`src/rtl/aescbc_pkg.sv`:
```
// Package: types, constants and AES round functions for the CBC block encryptor.
package aescbc_pkg;

  localparam int unsigned KeySlots = 15;
  localparam int unsigned KeyIdxW  = 4;
  localparam int unsigned RoundMin = 10;

  localparam logic [1:0] CfgRoundCount = 2'd0;
  localparam logic [1:0] CfgIvHigh     = 2'd1;
  localparam logic [1:0] CfgIvLow      = 2'd2;

  localparam logic FuncKeyWrite = 1'b0;
  localparam logic FuncEncrypt  = 1'b1;

  typedef struct packed {
    logic        func;
    logic [3:0]  key_index;
    logic        first_block;
    logic [63:0] word_high;
    logic [63:0] word_low;
  } in_item_t;

  typedef struct packed {
    logic [63:0] cipher_high;
    logic [63:0] cipher_low;
  } out_item_t;

  typedef struct packed {
    logic [1:0]  index;
    logic [63:0] data;
  } cfg_item_t;

  typedef enum logic [2:0] {
    StIdle,
    StKeyRead,
    StWhiten,
    StRound,
    StOut
  } ctrl_state_e;

  // controller -> datapath commands
  typedef struct packed {
    logic                 load_item;
    logic                 key_wr;
    logic                 key_rd;
    logic [KeyIdxW-1:0]   key_rd_idx;
    logic                 whiten;
    logic                 do_round;
    logic                 last_round;
    logic                 load_out;
  } dp_cmd_t;

  // datapath -> controller status
  typedef struct packed {
    logic         func;
    logic         key_idx_ok;
    logic [3:0]   rounds;
  } dp_stat_t;

  localparam logic [7:0] Sbox [256] = '{
    8'h63,8'h7c,8'h77,8'h7b,8'hf2,8'h6b,8'h6f,8'hc5,8'h30,8'h01,8'h67,8'h2b,8'hfe,8'hd7,8'hab,8'h76,
    8'hca,8'h82,8'hc9,8'h7d,8'hfa,8'h59,8'h47,8'hf0,8'had,8'hd4,8'ha2,8'haf,8'h9c,8'ha4,8'h72,8'hc0,
    8'hb7,8'hfd,8'h93,8'h26,8'h36,8'h3f,8'hf7,8'hcc,8'h34,8'ha5,8'he5,8'hf1,8'h71,8'hd8,8'h31,8'h15,
    8'h04,8'hc7,8'h23,8'hc3,8'h18,8'h96,8'h05,8'h9a,8'h07,8'h12,8'h80,8'he2,8'heb,8'h27,8'hb2,8'h75,
    8'h09,8'h83,8'h2c,8'h1a,8'h1b,8'h6e,8'h5a,8'ha0,8'h52,8'h3b,8'hd6,8'hb3,8'h29,8'he3,8'h2f,8'h84,
    8'h53,8'hd1,8'h00,8'hed,8'h20,8'hfc,8'hb1,8'h5b,8'h6a,8'hcb,8'hbe,8'h39,8'h4a,8'h4c,8'h58,8'hcf,
    8'hd0,8'hef,8'haa,8'hfb,8'h43,8'h4d,8'h33,8'h85,8'h45,8'hf9,8'h02,8'h7f,8'h50,8'h3c,8'h9f,8'ha8,
    8'h51,8'ha3,8'h40,8'h8f,8'h92,8'h9d,8'h38,8'hf5,8'hbc,8'hb6,8'hda,8'h21,8'h10,8'hff,8'hf3,8'hd2,
    8'hcd,8'h0c,8'h13,8'hec,8'h5f,8'h97,8'h44,8'h17,8'hc4,8'ha7,8'h7e,8'h3d,8'h64,8'h5d,8'h19,8'h73,
    8'h60,8'h81,8'h4f,8'hdc,8'h22,8'h2a,8'h90,8'h88,8'h46,8'hee,8'hb8,8'h14,8'hde,8'h5e,8'h0b,8'hdb,
    8'he0,8'h32,8'h3a,8'h0a,8'h49,8'h06,8'h24,8'h5c,8'hc2,8'hd3,8'hac,8'h62,8'h91,8'h95,8'he4,8'h79,
    8'he7,8'hc8,8'h37,8'h6d,8'h8d,8'hd5,8'h4e,8'ha9,8'h6c,8'h56,8'hf4,8'hea,8'h65,8'h7a,8'hae,8'h08,
    8'hba,8'h78,8'h25,8'h2e,8'h1c,8'ha6,8'hb4,8'hc6,8'he8,8'hdd,8'h74,8'h1f,8'h4b,8'hbd,8'h8b,8'h8a,
    8'h70,8'h3e,8'hb5,8'h66,8'h48,8'h03,8'hf6,8'h0e,8'h61,8'h35,8'h57,8'hb9,8'h86,8'hc1,8'h1d,8'h9e,
    8'he1,8'hf8,8'h98,8'h11,8'h69,8'hd9,8'h8e,8'h94,8'h9b,8'h1e,8'h87,8'he9,8'hce,8'h55,8'h28,8'hdf,
    8'h8c,8'ha1,8'h89,8'h0d,8'hbf,8'he6,8'h42,8'h68,8'h41,8'h99,8'h2d,8'h0f,8'hb0,8'h54,8'hbb,8'h16
  };

  function automatic logic [7:0] xtime(input logic [7:0] x);
    return {x[6:0], 1'b0} ^ (x[7] ? 8'h1b : 8'h00);
  endfunction

  // One AES round without the key add; byte 0 sits at bits [127:120].
  function automatic logic [127:0] aes_round(input logic [127:0] s, input logic last);
    logic [7:0] b [16];
    logic [7:0] t [16];
    logic [7:0] a0, a1, a2, a3, all;
    logic [127:0] r;
    for (int i = 0; i < 16; i++) b[i] = s[127-8*i -: 8];
    for (int c = 0; c < 4; c++) begin
      for (int rr = 0; rr < 4; rr++) begin
        t[rr+4*c] = Sbox[b[rr+4*((c+rr)%4)]];
      end
    end
    if (!last) begin
      for (int c = 0; c < 4; c++) begin
        a0 = t[4*c]; a1 = t[4*c+1]; a2 = t[4*c+2]; a3 = t[4*c+3];
        all = a0 ^ a1 ^ a2 ^ a3;
        t[4*c]   = a0 ^ all ^ xtime(a0 ^ a1);
        t[4*c+1] = a1 ^ all ^ xtime(a1 ^ a2);
        t[4*c+2] = a2 ^ all ^ xtime(a2 ^ a3);
        t[4*c+3] = a3 ^ all ^ xtime(a3 ^ a0);
      end
    end
    for (int i = 0; i < 16; i++) r[127-8*i -: 8] = t[i];
    return r;
  endfunction

endpackage

```
`src/rtl/aescbc_ctrl.sv`:
```
// Controller: sequences key writes, whitening and rounds for each transaction.
module aescbc_ctrl (
  input  logic                 clk_i,
  input  logic                 rst_ni,
  input  logic                 in_valid_i,
  output logic                 in_ready_o,
  output logic                 out_valid_o,
  input  logic                 out_ready_i,
  input  aescbc_pkg::dp_stat_t stat_i,
  output aescbc_pkg::dp_cmd_t  cmd_o
);

  aescbc_pkg::ctrl_state_e state_q, state_d;
  logic [3:0] round_q, round_d;
  logic       out_full_q, out_full_d;

  always_ff @(posedge clk_i or negedge rst_ni) begin
    if (!rst_ni) begin
      state_q    <= aescbc_pkg::StIdle;
      round_q    <= '0;
      out_full_q <= 1'b0;
    end else begin
      state_q    <= state_d;
      round_q    <= round_d;
      out_full_q <= out_full_d;
    end
  end

  // next state and commands
  always_comb begin
    state_d     = state_q;
    round_d     = round_q;
    cmd_o       = '0;
    in_ready_o  = 1'b0;
    out_valid_o = out_full_q;
    case (state_q)
      aescbc_pkg::StIdle: begin
        in_ready_o = 1'b1;
        if (in_valid_i) begin
          cmd_o.load_item = 1'b1;
          state_d = aescbc_pkg::StKeyRead;
        end
      end
      aescbc_pkg::StKeyRead: begin
        if (stat_i.func == aescbc_pkg::FuncKeyWrite) begin
          cmd_o.key_wr = stat_i.key_idx_ok;
          state_d = aescbc_pkg::StIdle;
        end else begin
          cmd_o.key_rd = 1'b1;
          cmd_o.key_rd_idx = '0;
          state_d = aescbc_pkg::StWhiten;
        end
      end
      aescbc_pkg::StWhiten: begin
        cmd_o.whiten = 1'b1;
        cmd_o.key_rd = 1'b1;
        cmd_o.key_rd_idx = 4'd1;
        round_d = 4'd1;
        state_d = aescbc_pkg::StRound;
      end
      aescbc_pkg::StRound: begin
        cmd_o.do_round = 1'b1;
        cmd_o.last_round = (round_q == stat_i.rounds);
        cmd_o.key_rd = 1'b1;
        cmd_o.key_rd_idx = round_q + 4'd1;
        round_d = round_q + 4'd1;
        if (round_q == stat_i.rounds) begin
          cmd_o.key_rd = 1'b0;
          // move the ciphertext to the output register when it is free
          if (!out_full_q || out_ready_i) begin
            cmd_o.load_out = 1'b1;
            state_d = aescbc_pkg::StIdle;
          end else begin
            state_d = aescbc_pkg::StOut;
          end
        end
      end
      aescbc_pkg::StOut: begin
        // hold the ciphertext until the previous result has left
        if (!out_full_q || out_ready_i) begin
          cmd_o.load_out = 1'b1;
          state_d = aescbc_pkg::StIdle;
        end
      end
      default: state_d = aescbc_pkg::StIdle;
    endcase
    // output register occupancy
    out_full_d = out_full_q;
    if (out_full_q && out_ready_i) out_full_d = 1'b0;
    if (cmd_o.load_out) out_full_d = 1'b1;
  end

  assert property (@(posedge clk_i) disable iff (!rst_ni)
    (state_q == aescbc_pkg::StRound) |-> (round_q >= 4'd1 && round_q <= stat_i.rounds))
    else $error("round counter out of range");
  assert property (@(posedge clk_i) disable iff (!rst_ni)
    cmd_o.whiten |=> (state_q == aescbc_pkg::StRound))
    else $error("whitening not followed by rounds");
  assert property (@(posedge clk_i) disable iff (!rst_ni)
    (cmd_o.do_round && cmd_o.last_round) |=> out_valid_o)
    else $error("final round not followed by result");
  assert property (@(posedge clk_i) disable iff (!rst_ni)
    (out_valid_o && !out_ready_i) |=> out_valid_o)
    else $error("result dropped before acceptance");

endmodule

```
`config.mk`:
```
export PLATFORM = sky130hd
export DESIGN_NAME = aescbc_ctrl
export DESIGN_NICKNAME = d
export VERILOG_FILES = /design/src/rtl/aescbc_pkg.sv /design/src/rtl/aescbc_ctrl.sv
export SDC_FILE = /design/constraint.sdc
export NUM_CORES = 1
export LEC_CHECK = 0
export ABC_AREA = 1
export BUFFER_PORTS_ARGS = -buffer_cell sky130_fd_sc_hd__buf_2
export CORE_UTILIZATION = 30
export DETAILED_ROUTE_END_ITERATION = 8
export GPL_TIMING_DRIVEN = 0
export SLEW_MARGIN = 5
export SYNTH_ARGS = -nofsm -noshare
export SYNTH_HDL_FRONTEND = slang
export SYNTH_SLANG_ARGS = --single-unit
```
`constraint.sdc`:
```
create_clock -name clk_i -period 1.55 [get_ports clk_i]
set_input_delay 0.155 -clock clk_i [delete_from_list [all_inputs] [get_ports clk_i]]
set_output_delay 0.155 -clock clk_i [all_outputs]
set_load 0.05 [all_outputs]
```
==> results by group, run 1 <==
Status
  – Outcome: finished, final reports clean

Drt
  – DRT iter0 DRCs: 3
  – DR WL/cell: 9.67 um
  – Drt via density: 4.21
  – Post-route antenna net violation count: 0
  – DRC viols: 0
  – Drt pass-1 iters: 4
  – DRT Wirelength: 1490 um
  – Total number of vias: 648

Synthesis
  – Most common cell in the netlist: nand2_1
  – Yosys reg bits: 8
  – Largest family of logic cells by synthesized area: simple AND/OR/NAND/NOR gates
  – Dominant synthesized flop cell: dfrtp_1
  – Synth cell count leaders: nand2_1 (24), inv_1 (20), nor2_1 (9), dfrtp_1 (8), nand3_1 (6)
  – Post-synth ARST share: 100%
  – Post-synthesis xor/xnor area fraction: 1.50%
  – Cells after synthesis: between 80 and 90
  – Top cells by area, synth: dfrtp_1 (34%), nand2_1 (15%), inv_1 (13%)
  – Post-synth cell types: 20
  – Synth Warn #: 0
  – Synth top area share: 34.2%
  – Post-synthesis compound-gate area fraction: 6.84%
  – Adder-Cell Fraction of Synth Area: 2.14%
  – Number of enable flip-flop cells after synthesis: 0
  – Average cell area after synthesis: 6.65 sq um
  – Post-synthesis sequential area ratio: 34.2%
  – Post-Synthesis Cell Area: between 500 and 600 sq um
  – Multiplexer area fraction after synthesis: 0%
  – Area leader, netlist: dfrtp_1
  – Simple-gate share of the synthesized area: 38.2%
  – Syn nets: 99

Global routing
  – Largest net degree at the start of global routing: 9
  – Initial antenna violation count: 0
  – Final global-route overflow total: 0
  – First-pass GRT wire length: roughly 2200 um
  – Total track usage: 14.5%
  – Vias in the first global route: 551

Timing
  – RSZ-0062 raised after global routing: true
  – Final hold violation count: 0
  – Peak Freq: approximately 650 MHz
  – Fin crit period: 1.55 ns
  – Final Max Tran Viols: 0
  – Worst slew pin tran: 0.320 ns
  – Worst Skew: roughly 0.0021 ns
  – Setup violators final: 0
  – Slew HR: 78.5%
  – Final period utilization: 99.9%
  – Setup_tns: 0 ns

Layout
  – Util after Layout: a little over half
  – # diodes: 0
  – Area grow syn2layout: 67.3%
  – Final nets: 142
  – Layout cells sized above 1: 52.7%

Worst setup path
  – Reg-to-Reg Start: round_q[0]
  – Critical Path RT: 1.39 ns
  – Slowest stage cell, crit path: dfrtp_1
  – CP Cell Sequence: inv_2 -> nand2_4 -> nor2_8 -> buf_4 -> nand3_2 -> nand2_2 -> buf_8
  – Crit path from: state_q[2]
  – Delay of the slowest critical-path stage: 0.41 ns
  – CP Max Fanout: 5
  – Startpoint Class: flop
  – Crit path kind: flop to output pin
  – Worst EP arrival: between 1 and 1.5 ns
  – Nature of the critical path endpoint: output pin

Placed design
  – Port Buffers: 22
  – HPWL Detailed: just under 1000 um
  – Gpl congestion: 0.736

Pwr
  – Power density cells: 2220 nW/um^2
  – Peak VDD IR: 1.57 mV
  – Pleak: 0.561 nW

Clock network
  – Num CTS Buffers: 3
  – CTS Root Cell: clkbuf_4
  – H-Tree Depth: 1
  – Max clock buf depth: 2
  – Clk_lat worst skew: 0.25 ns
  – Clock Pin Slew Worst Setup and Hold Paths: 0.06 ns
  – # clock sinks: 8
  – CTS tree: done

Worst hold path
  – Min-Delay Startpoint: stat_i[5]
  – HP Class: input port to flop

Run
  – Maxcap violations: 0

Floorplan
  – Chip height: 46.2 um
  – Core footprint: approximately 1800 sq um
  – Row count: 15
  – Die Span X: about 46 um
  – Full die area: 2130 sq um
  – Starting Density: about 33%
  – Num ports: 23
[cell type report]
cell class / count / area [sq um]
Fill cell: 187 / 803
Multi-Input combinational cell: 56 / 337
Sequential cell: 8 / 203
Clock buffer: 3 / 22.5
Inverter: 22 / 87.6
Timing Repair Buffer: 40 / 299
Tap cell: 25 / 31.3
[layout by cell type (no fill, tap or decap), types with 3 or more instances in the layout]
cell      count
dfrtp_1       6
inv_1        15
buf_4        19
buf_8         4
nand2_1      21
nand2_2       4
nor2_1        4
nor2_2        4
clkbuf_4      3
buf_2        15
nand3_1       5
inv_2         6
[state kept, by name, summed over array words and instances, names as in the netlist]
signal and count:
round_q 4, state_q 3, out_valid_o 1
[what timing repair did]
item,4_1_cts,5_1_grt
gates resized for setup,21,14
hold buffers,1,0
gates cloned,0,0
endpoints found under the setup margin,7,9
pin swaps,7,7
endpoints found under the hold margin,8,0
setup buffers,12,6
[logic make-up (layout without fill, tap and decap cells)]
kind of cell,Yosys count,count (layout)
xor+xnor,1,1
compound gates,7,7
buf+inv,24,65
simple gates,47,47
flops,8,8
fa+ha+maj,1,1
[metal layers]
metal	GRT usage, %	up-vias	part of all wire, %
met5	0	-	0
met2	27.0	20	50
li1	-	348	-
met4	3.53	0	0.60
met1	16.7	278	44
met3	2.75	2	5.3
[critical path, delay by kind of cell (launching register included)]
kind                   cells  cell delay, ns
buffers and inverters      3            0.37
flip-flops                 1            0.41
AND/OR/NAND/NOR            4            0.36
[worst paths after layout]
| path | slack, ns | cells past startpoint | end |
|---|---|---|---|
| worst max-delay path | 0.002 | 7 | cmd_o[0] |
| worst min-delay path | 0.15 | 3 | state_q[1] |
| worst max register to register | 0.05 | 9 | round_q[0] |
| worst min register to register | 0.58 | 2 | round_q[2] |
| max in group asynchronous | 1.07 | 2 | round_q[0] |
| min in group asynchronous | 0.28 | 2 | state_q[0] |
[metrics by stage]
step | power [mW] | std cells | area [sq um] | worst slack, ns | hold slack (ns)
finish | 2.18 | 154 | 980 | 0.00203 | 0.150
global route | 2.31 | 154 | 980 | -0.0904 | 0.175
CTS | 1.98 | 149 | 901 | -0.0767 | 0.163
detailed placement | 1.52 | 135 | 737 | 0.0375 | 0.0130
global placement | 1.51 | 135 | 737 | 0.0506 | 0.00975
floorplan | 1.30 | 88 | 596 | -0.123 | -0.141
[report_power, final]
group	switching, mW	total [mW]	leakage [nW]	internal (mW)
registers	0.0985	0.386	0.101	0.287
logic	0.985	1.63	0.446	0.650
clock network	0.0682	0.157	0.0138	0.0885
Note: power is estimated with default switching activity, not from simulation.
==> inputs of run 2 (changes only) <==
- clock period: 1.55 -> 1.6 ns (I/O delays scaled with it)
==> results by group, run 2 (synthesized netlist as in run 1, its figures left out) <==
Worst setup path
  – Critical Path RT: 1.44 ns
  – Nature of the critical path endpoint: output pin
  – Slowest stage cell, crit path: dfrtp_1
  – Critical path's top delay family: flip-flops
  – Crit path from: state_q[2]
  – Reg-to-Reg Start: round_q[0]
  – Startpoint Class: flop
  – Worst EP arrival: between 1 and 1.5 ns
  – Delay of the slowest critical-path stage: 0.41 ns
  – CP Max Fanout: 5
  – CP Cell Sequence: inv_2 -> nand2_4 -> nor2_8 -> buf_4 -> nand3_2 -> nand2_2 -> buf_8
  – WP buf/inv: 3
  – Crit path kind: flop to output pin

Timing
  – Fin crit period: 1.58 ns
  – Setup violators final: 0
  – Slew HR: 78.1%
  – Final Max Tran Viols: 0
  – Final hold violation count: 0
  – Worst Skew: approximately 0.0020 ns
  – Worst slew pin tran: 0.326 ns
  – Peak Freq: roughly 630 MHz
  – Worst hold margin: 0.161 ns
  – RSZ-0062 raised after global routing: true
  – Setup_tns: 0 ns
  – Final period utilization: 98.4%

Floorplan
  – Full die area: 2130 sq um
  – Starting Density: between 30% and 40%
  – Die Span X: about 46 um
  – Core footprint: 1780 sq um
  – Num ports: 23
  – Row count: 15
  – Chip height: around 46 um

Layout
  – Commonest cells after routing, fill and taps aside: nand2_1 (22), inv_1 (16), buf_2 (15)
  – Final nets: roughly 140
  – Most common cell after layout, fill and taps aside: nand2_1
  – # diodes: 0
  – Post-Layout Cell Count: 150
  – Most flops, register: round_q
  – Area grow syn2layout: 61.1%
  – Util after Layout: 52.9%
  – Layout cells sized above 1: 48.8%
  – Max reg flops: 4

Worst hold path
  – Min-Delay Startpoint: stat_i[5]
  – HP Class: input port to flop

Global routing
  – Largest net degree at the start of global routing: 9
  – Final global-route overflow total: 0
  – First-pass GRT wire length: 2160 um
  – Total track usage: 14.3%
  – Vias in the first global route: 519
  – Initial antenna violation count: 0

Placed design
  – HPWL Detailed: ~970 um
  – Inst Count DP: 135
  – Gpl congestion: 0.736
  – Port Buffers: 22

Drt
  – DRC viols: 0
  – DR WL/cell: 9.61 um
  – Drt pass-1 iters: 2
  – Post-route antenna net violation count: 0
  – Drt via density: 4.21
  – DRT Wirelength: around 1400 um
  – Total number of vias: 632
  – DRT iter0 DRCs: 2

Pwr
  – Pleak: 0.541 nW
  – Power density cells: ~2100 nW/um^2
  – Peak VDD IR: 1.38 mV
  – Final total power: 2.03 mW

Clock network
  – Clock Pin Slew Worst Setup and Hold Paths: 0.05 ns
  – Clk_lat worst skew: roughly 0.25 ns
  – CTS Root Cell: clkbuf_4
  – Max clock buf depth: 2
  – Num CTS Buffers: 3
  – H-Tree Depth: 1
  – CTS tree: done
  – # clock sinks: 8

Status
  – Outcome: finished, final reports clean

Run
  – Maxcap violations: 0
## run 2: cell types whose count changed in the layout (fill, tap and decap cells not counted), sizes merged
cell	previous run	this run
buf	39	33
clkbuf	3	5
## run 2: metrics by stage
stage          setup WS [ns]  cell area, sq um
2_1_floorplan        -0.0782               596
3_3_place_gp          0.0956               737
3_5_place_dp          0.0825               737
4_1_cts              -0.0322               888
5_1_grt              -0.0518               943
6_report              0.0249               943
## run 2: per-layer routing
metal	GRT usage (%)	vias to the layer above	share of wire (%)
met4	3.53	0	0
li1	-	338	-
met5	0	-	0
met2	25.6	20	50
met1	17.4	274	45
met3	2.75	0	5.0
## run 2: timing repair
item / 4_1_cts / 5_1_grt
hold buffers: 1 / 0
resized for setup: 15 / 18
setup buffers: 11 / 3
setup endpoints to repair: 4 / 8
pin swaps: 6 / 5
endpoints found under the hold margin: 8 / 0
## run 2: tightest hold or removal path, delay by kind of cell
kind | cells | cell delay [ns]
and+or+nand+nor | 1 | 0.06
AOI/OAI and AO/OA | 1 | 0.07
buffers and inverters | 1 | 0.09
## run 2: layout make-up
type,count,area (sq um)
well taps,25,31.3
flip-flops and latches,8,203
clock buffers,3,22.5
inverters,22,87.6
fillers,197,840
repair buffers,36,269
multi-input cells,56,330
## run 2: path summary, 6_finish.rpt
kind,end,slack [ns],depth (start not counted)
setup / recovery,cmd_o[0],0.02,7
max in group asynchronous,round_q[0],1.12,2
hold / removal,state_q[1],0.16,3
min in group asynchronous,state_q[0],0.29,2
hold reg to reg,round_q[2],0.58,2
setup reg to reg,round_q[0],0.15,9
## run 2: power breakdown
part	switching (mW)	total, mW	internal [mW]
clock	0.0650	0.151	0.0856
combinational	0.934	1.51	0.571
sequential	0.0913	0.369	0.278
==> inputs of run 3 (changes only) <==
- ABC_AREA: 1 -> unset
==> results by group, run 3 <==
Status
  – Outcome: complete, but fails checks
  – Failing checks: setup timing

Clock network
  – CTS Root Cell: clkbuf_4
  – Max clock buf depth: 2
  – Clk_lat worst skew: 0.25 ns
  – # clock sinks: 8
  – Clock Pin Slew Worst Setup and Hold Paths: approximately 0.050 ns
  – H-Tree Depth: 1
  – Num CTS Buffers: 3
  – CTS tree: done

Layout
  – Area grow syn2layout: 80.1%
  – Most flops, register: round_q
  – Commonest cells after routing, fill and taps aside: buf_4 (15), buf_2 (15), buf_6 (8)
  – # diodes: 0
  – Post-Layout Cell Count: 123
  – Max reg flops: 4
  – Final nets: 111
  – Layout cells sized above 1: 71.4%
  – Final Cell Area: 1040 sq um
  – Fillers: 160

Synthesis
  – Post-synth ARST share: 100%
  – Dominant synthesized flop cell: dfrtp_1
  – Adder-Cell Fraction of Synth Area: 2.16%
  – Yosys reg bits: 8
  – Largest family of logic cells by synthesized area: simple AND/OR/NAND/NOR gates
  – Post-Synthesis Cell Area: roughly 580 sq um
  – Multiplexer area fraction after synthesis: 1.95%
  – Simple-gate share of the synthesized area: 26.2%
  – Syn nets: 70
  – Synth cell count leaders: dfrtp_1 (8), nor2_1 (5), xor2_1 (4)
  – Post-synthesis xor/xnor area fraction: 8.87%
  – Synth Warn #: 0
  – Synth top area share: 34.6%
  – Area leader, netlist: dfrtp_1
  – Number of enable flip-flop cells after synthesis: 0
  – Post-synthesis sequential area ratio: 34.6%
  – Most common cell in the netlist: dfrtp_1
  – Cells after synthesis: 59
  – Post-synthesis compound-gate area fraction: 19.0%
  – Post-synth cell types: 32
  – Average cell area after synthesis: 9.80 sq um
  – Top cells by area, synth: dfrtp_1 (35%), xor2_1 (6.1%), o31ai_2 (4.3%)

Timing
  – Worst Skew: between 0.0004 and 0.0005 ns
  – Setup violators final: 6
  – Final hold violation count: 0
  – Fin crit period: 2.01 ns
  – Setup_tns: -1.08 ns
  – Peak Freq: 498 MHz
  – RSZ-0062 raised after global routing: true
  – Final worst slack: -0.408 ns
  – Final period utilization: 125%
  – Worst slew pin tran: 0.349 ns
  – Slew HR: 76.7%
  – Final Max Tran Viols: 0
  – Worst hold margin: 0.220 ns

Worst setup path
  – Startpoint Class: flop
  – CP Max Fanout: 3
  – Nature of the critical path endpoint: output pin
  – Worst EP arrival: around 1.9 ns
  – Delay of the slowest critical-path stage: 0.56 ns
  – Crit path kind: flop to output pin
  – WP buf/inv: 2
  – Critical path's top delay family: simple AND/OR/NAND/NOR gates
  – CP Cell Sequence: xor2_2 -> or4_4 -> o31ai_2 -> buf_4 -> buf_8
  – Critical Path RT: 1.44 ns
  – Slowest stage cell, crit path: or4_4

Drt
  – DRT iter0 DRCs: 2
  – DRT Wirelength: 1530 um
  – Total number of vias: 586
  – Drt via density: 4.76
  – Post-route antenna net violation count: 0
  – Drt pass-1 iters: 2
  – DR WL/cell: 12.4 um
  – DRC viols: 0

Floorplan
  – Row count: 15
  – Core footprint: 1760 sq um
  – Die Span X: 45.9 um
  – Full die area: 2110 sq um
  – Num ports: 23
  – Starting Density: 32.8%
  – Chip height: 45.9 um

Worst hold path
  – HP Class: input port to flop

Placed design
  – Port Buffers: 22
  – HPWL Detailed: 916 um
  – Inst Count DP: between 100 and 150
  – Placed cell areas: 757 sq um
  – Gpl congestion: 0.697

Global routing
  – Final global-route overflow total: 0
  – Largest net degree at the start of global routing: 11
  – Vias in the first global route: 509
  – First-pass GRT wire length: 2300 um
  – Initial antenna violation count: 0
  – Total track usage: 15.4%

Run
  – Maxcap violations: 0
run 3: cell types whose count changed after synthesis, sizes merged, moves of 3 or more:
cell,before,now
nand2,26,2
nor2,11,5
nand3,6,1
nor3b,0,3
xor2,0,5
inv,22,1
nand2b,0,3
run 3: repair_timing:
| action | CTS | global route |
|---|---|---|
| gates resized for setup | 24 | 14 |
| hold buffers | 1 | 0 |
| endpoints found under the setup margin | 9 | 10 |
| endpoints found under the hold margin | 8 | 0 |
| pin swaps | 6 | 6 |
| setup buffers | 7 | 6 |
run 3: cell families after synthesis:
group / Yosys count
adders and majority gates: 1
DFF: 8
AOI/OAI and AO/OA: 14
buffers and inverters: 6
and+or+nand+nor: 24
muxes: 1
xor gates and xnor gates: 5
run 3: final timing paths:
check	start	slack (ns)	cells after the start	to
max	round_q[2]	-0.41	5	cmd_o[0]
min	out_ready_i	0.22	3	state_q[2]
max reg2reg	round_q[2]	-0.04	5	state_q[2]
min reg2reg	state_q[2]	0.57	2	state_q[1]
max in group asynchronous	rst_ni	1.14	2	state_q[0]
min in group asynchronous	rst_ni	0.28	2	round_q[1]
run 3: metal layers:
layer  track usage, %  wire (um)  part of all wire [%]
met4                0          0                     0
met5                0          0                     0
met3             5.95         75                   4.9
met2             25.4        797                    52
met1             20.2        657                    43
run 3: per-stage QoR:
stage | util [%] | setup WS (ns)
final | 59.0 | -0.408
after global placement | 42.9 | -0.329
after global routing | 59.0 | -0.479
after CTS | 53.2 | -0.423
after detailed placement | 42.9 | -0.333
after floorplan | - | -0.276
run 3: tightest hold or removal path: cells and delay by family:
kind	cells	cell delay, ns
AND/OR/NAND/NOR	1	0.12
buffers and inverters	1	0.08
AO/OA/AOI/OAI	1	0.07
run 3: layout make-up:
class	count	area, sq um	share of cell area (%)
Sequential cell	8	204	19.6
Timing Repair Buffer	36	277	26.6
Tap cell	25	31.3	3.00
Clock buffer	3	22.5	2.16
Multi-Input combinational cell	45	458	44.0
Inverter	1	7.51	0.721
Buffer	5	41.3	3.97
Power of run 3 is left out: the tool's default activity adds up to more than one toggle a clock period on the data nets, which glitch-free logic cannot reach.
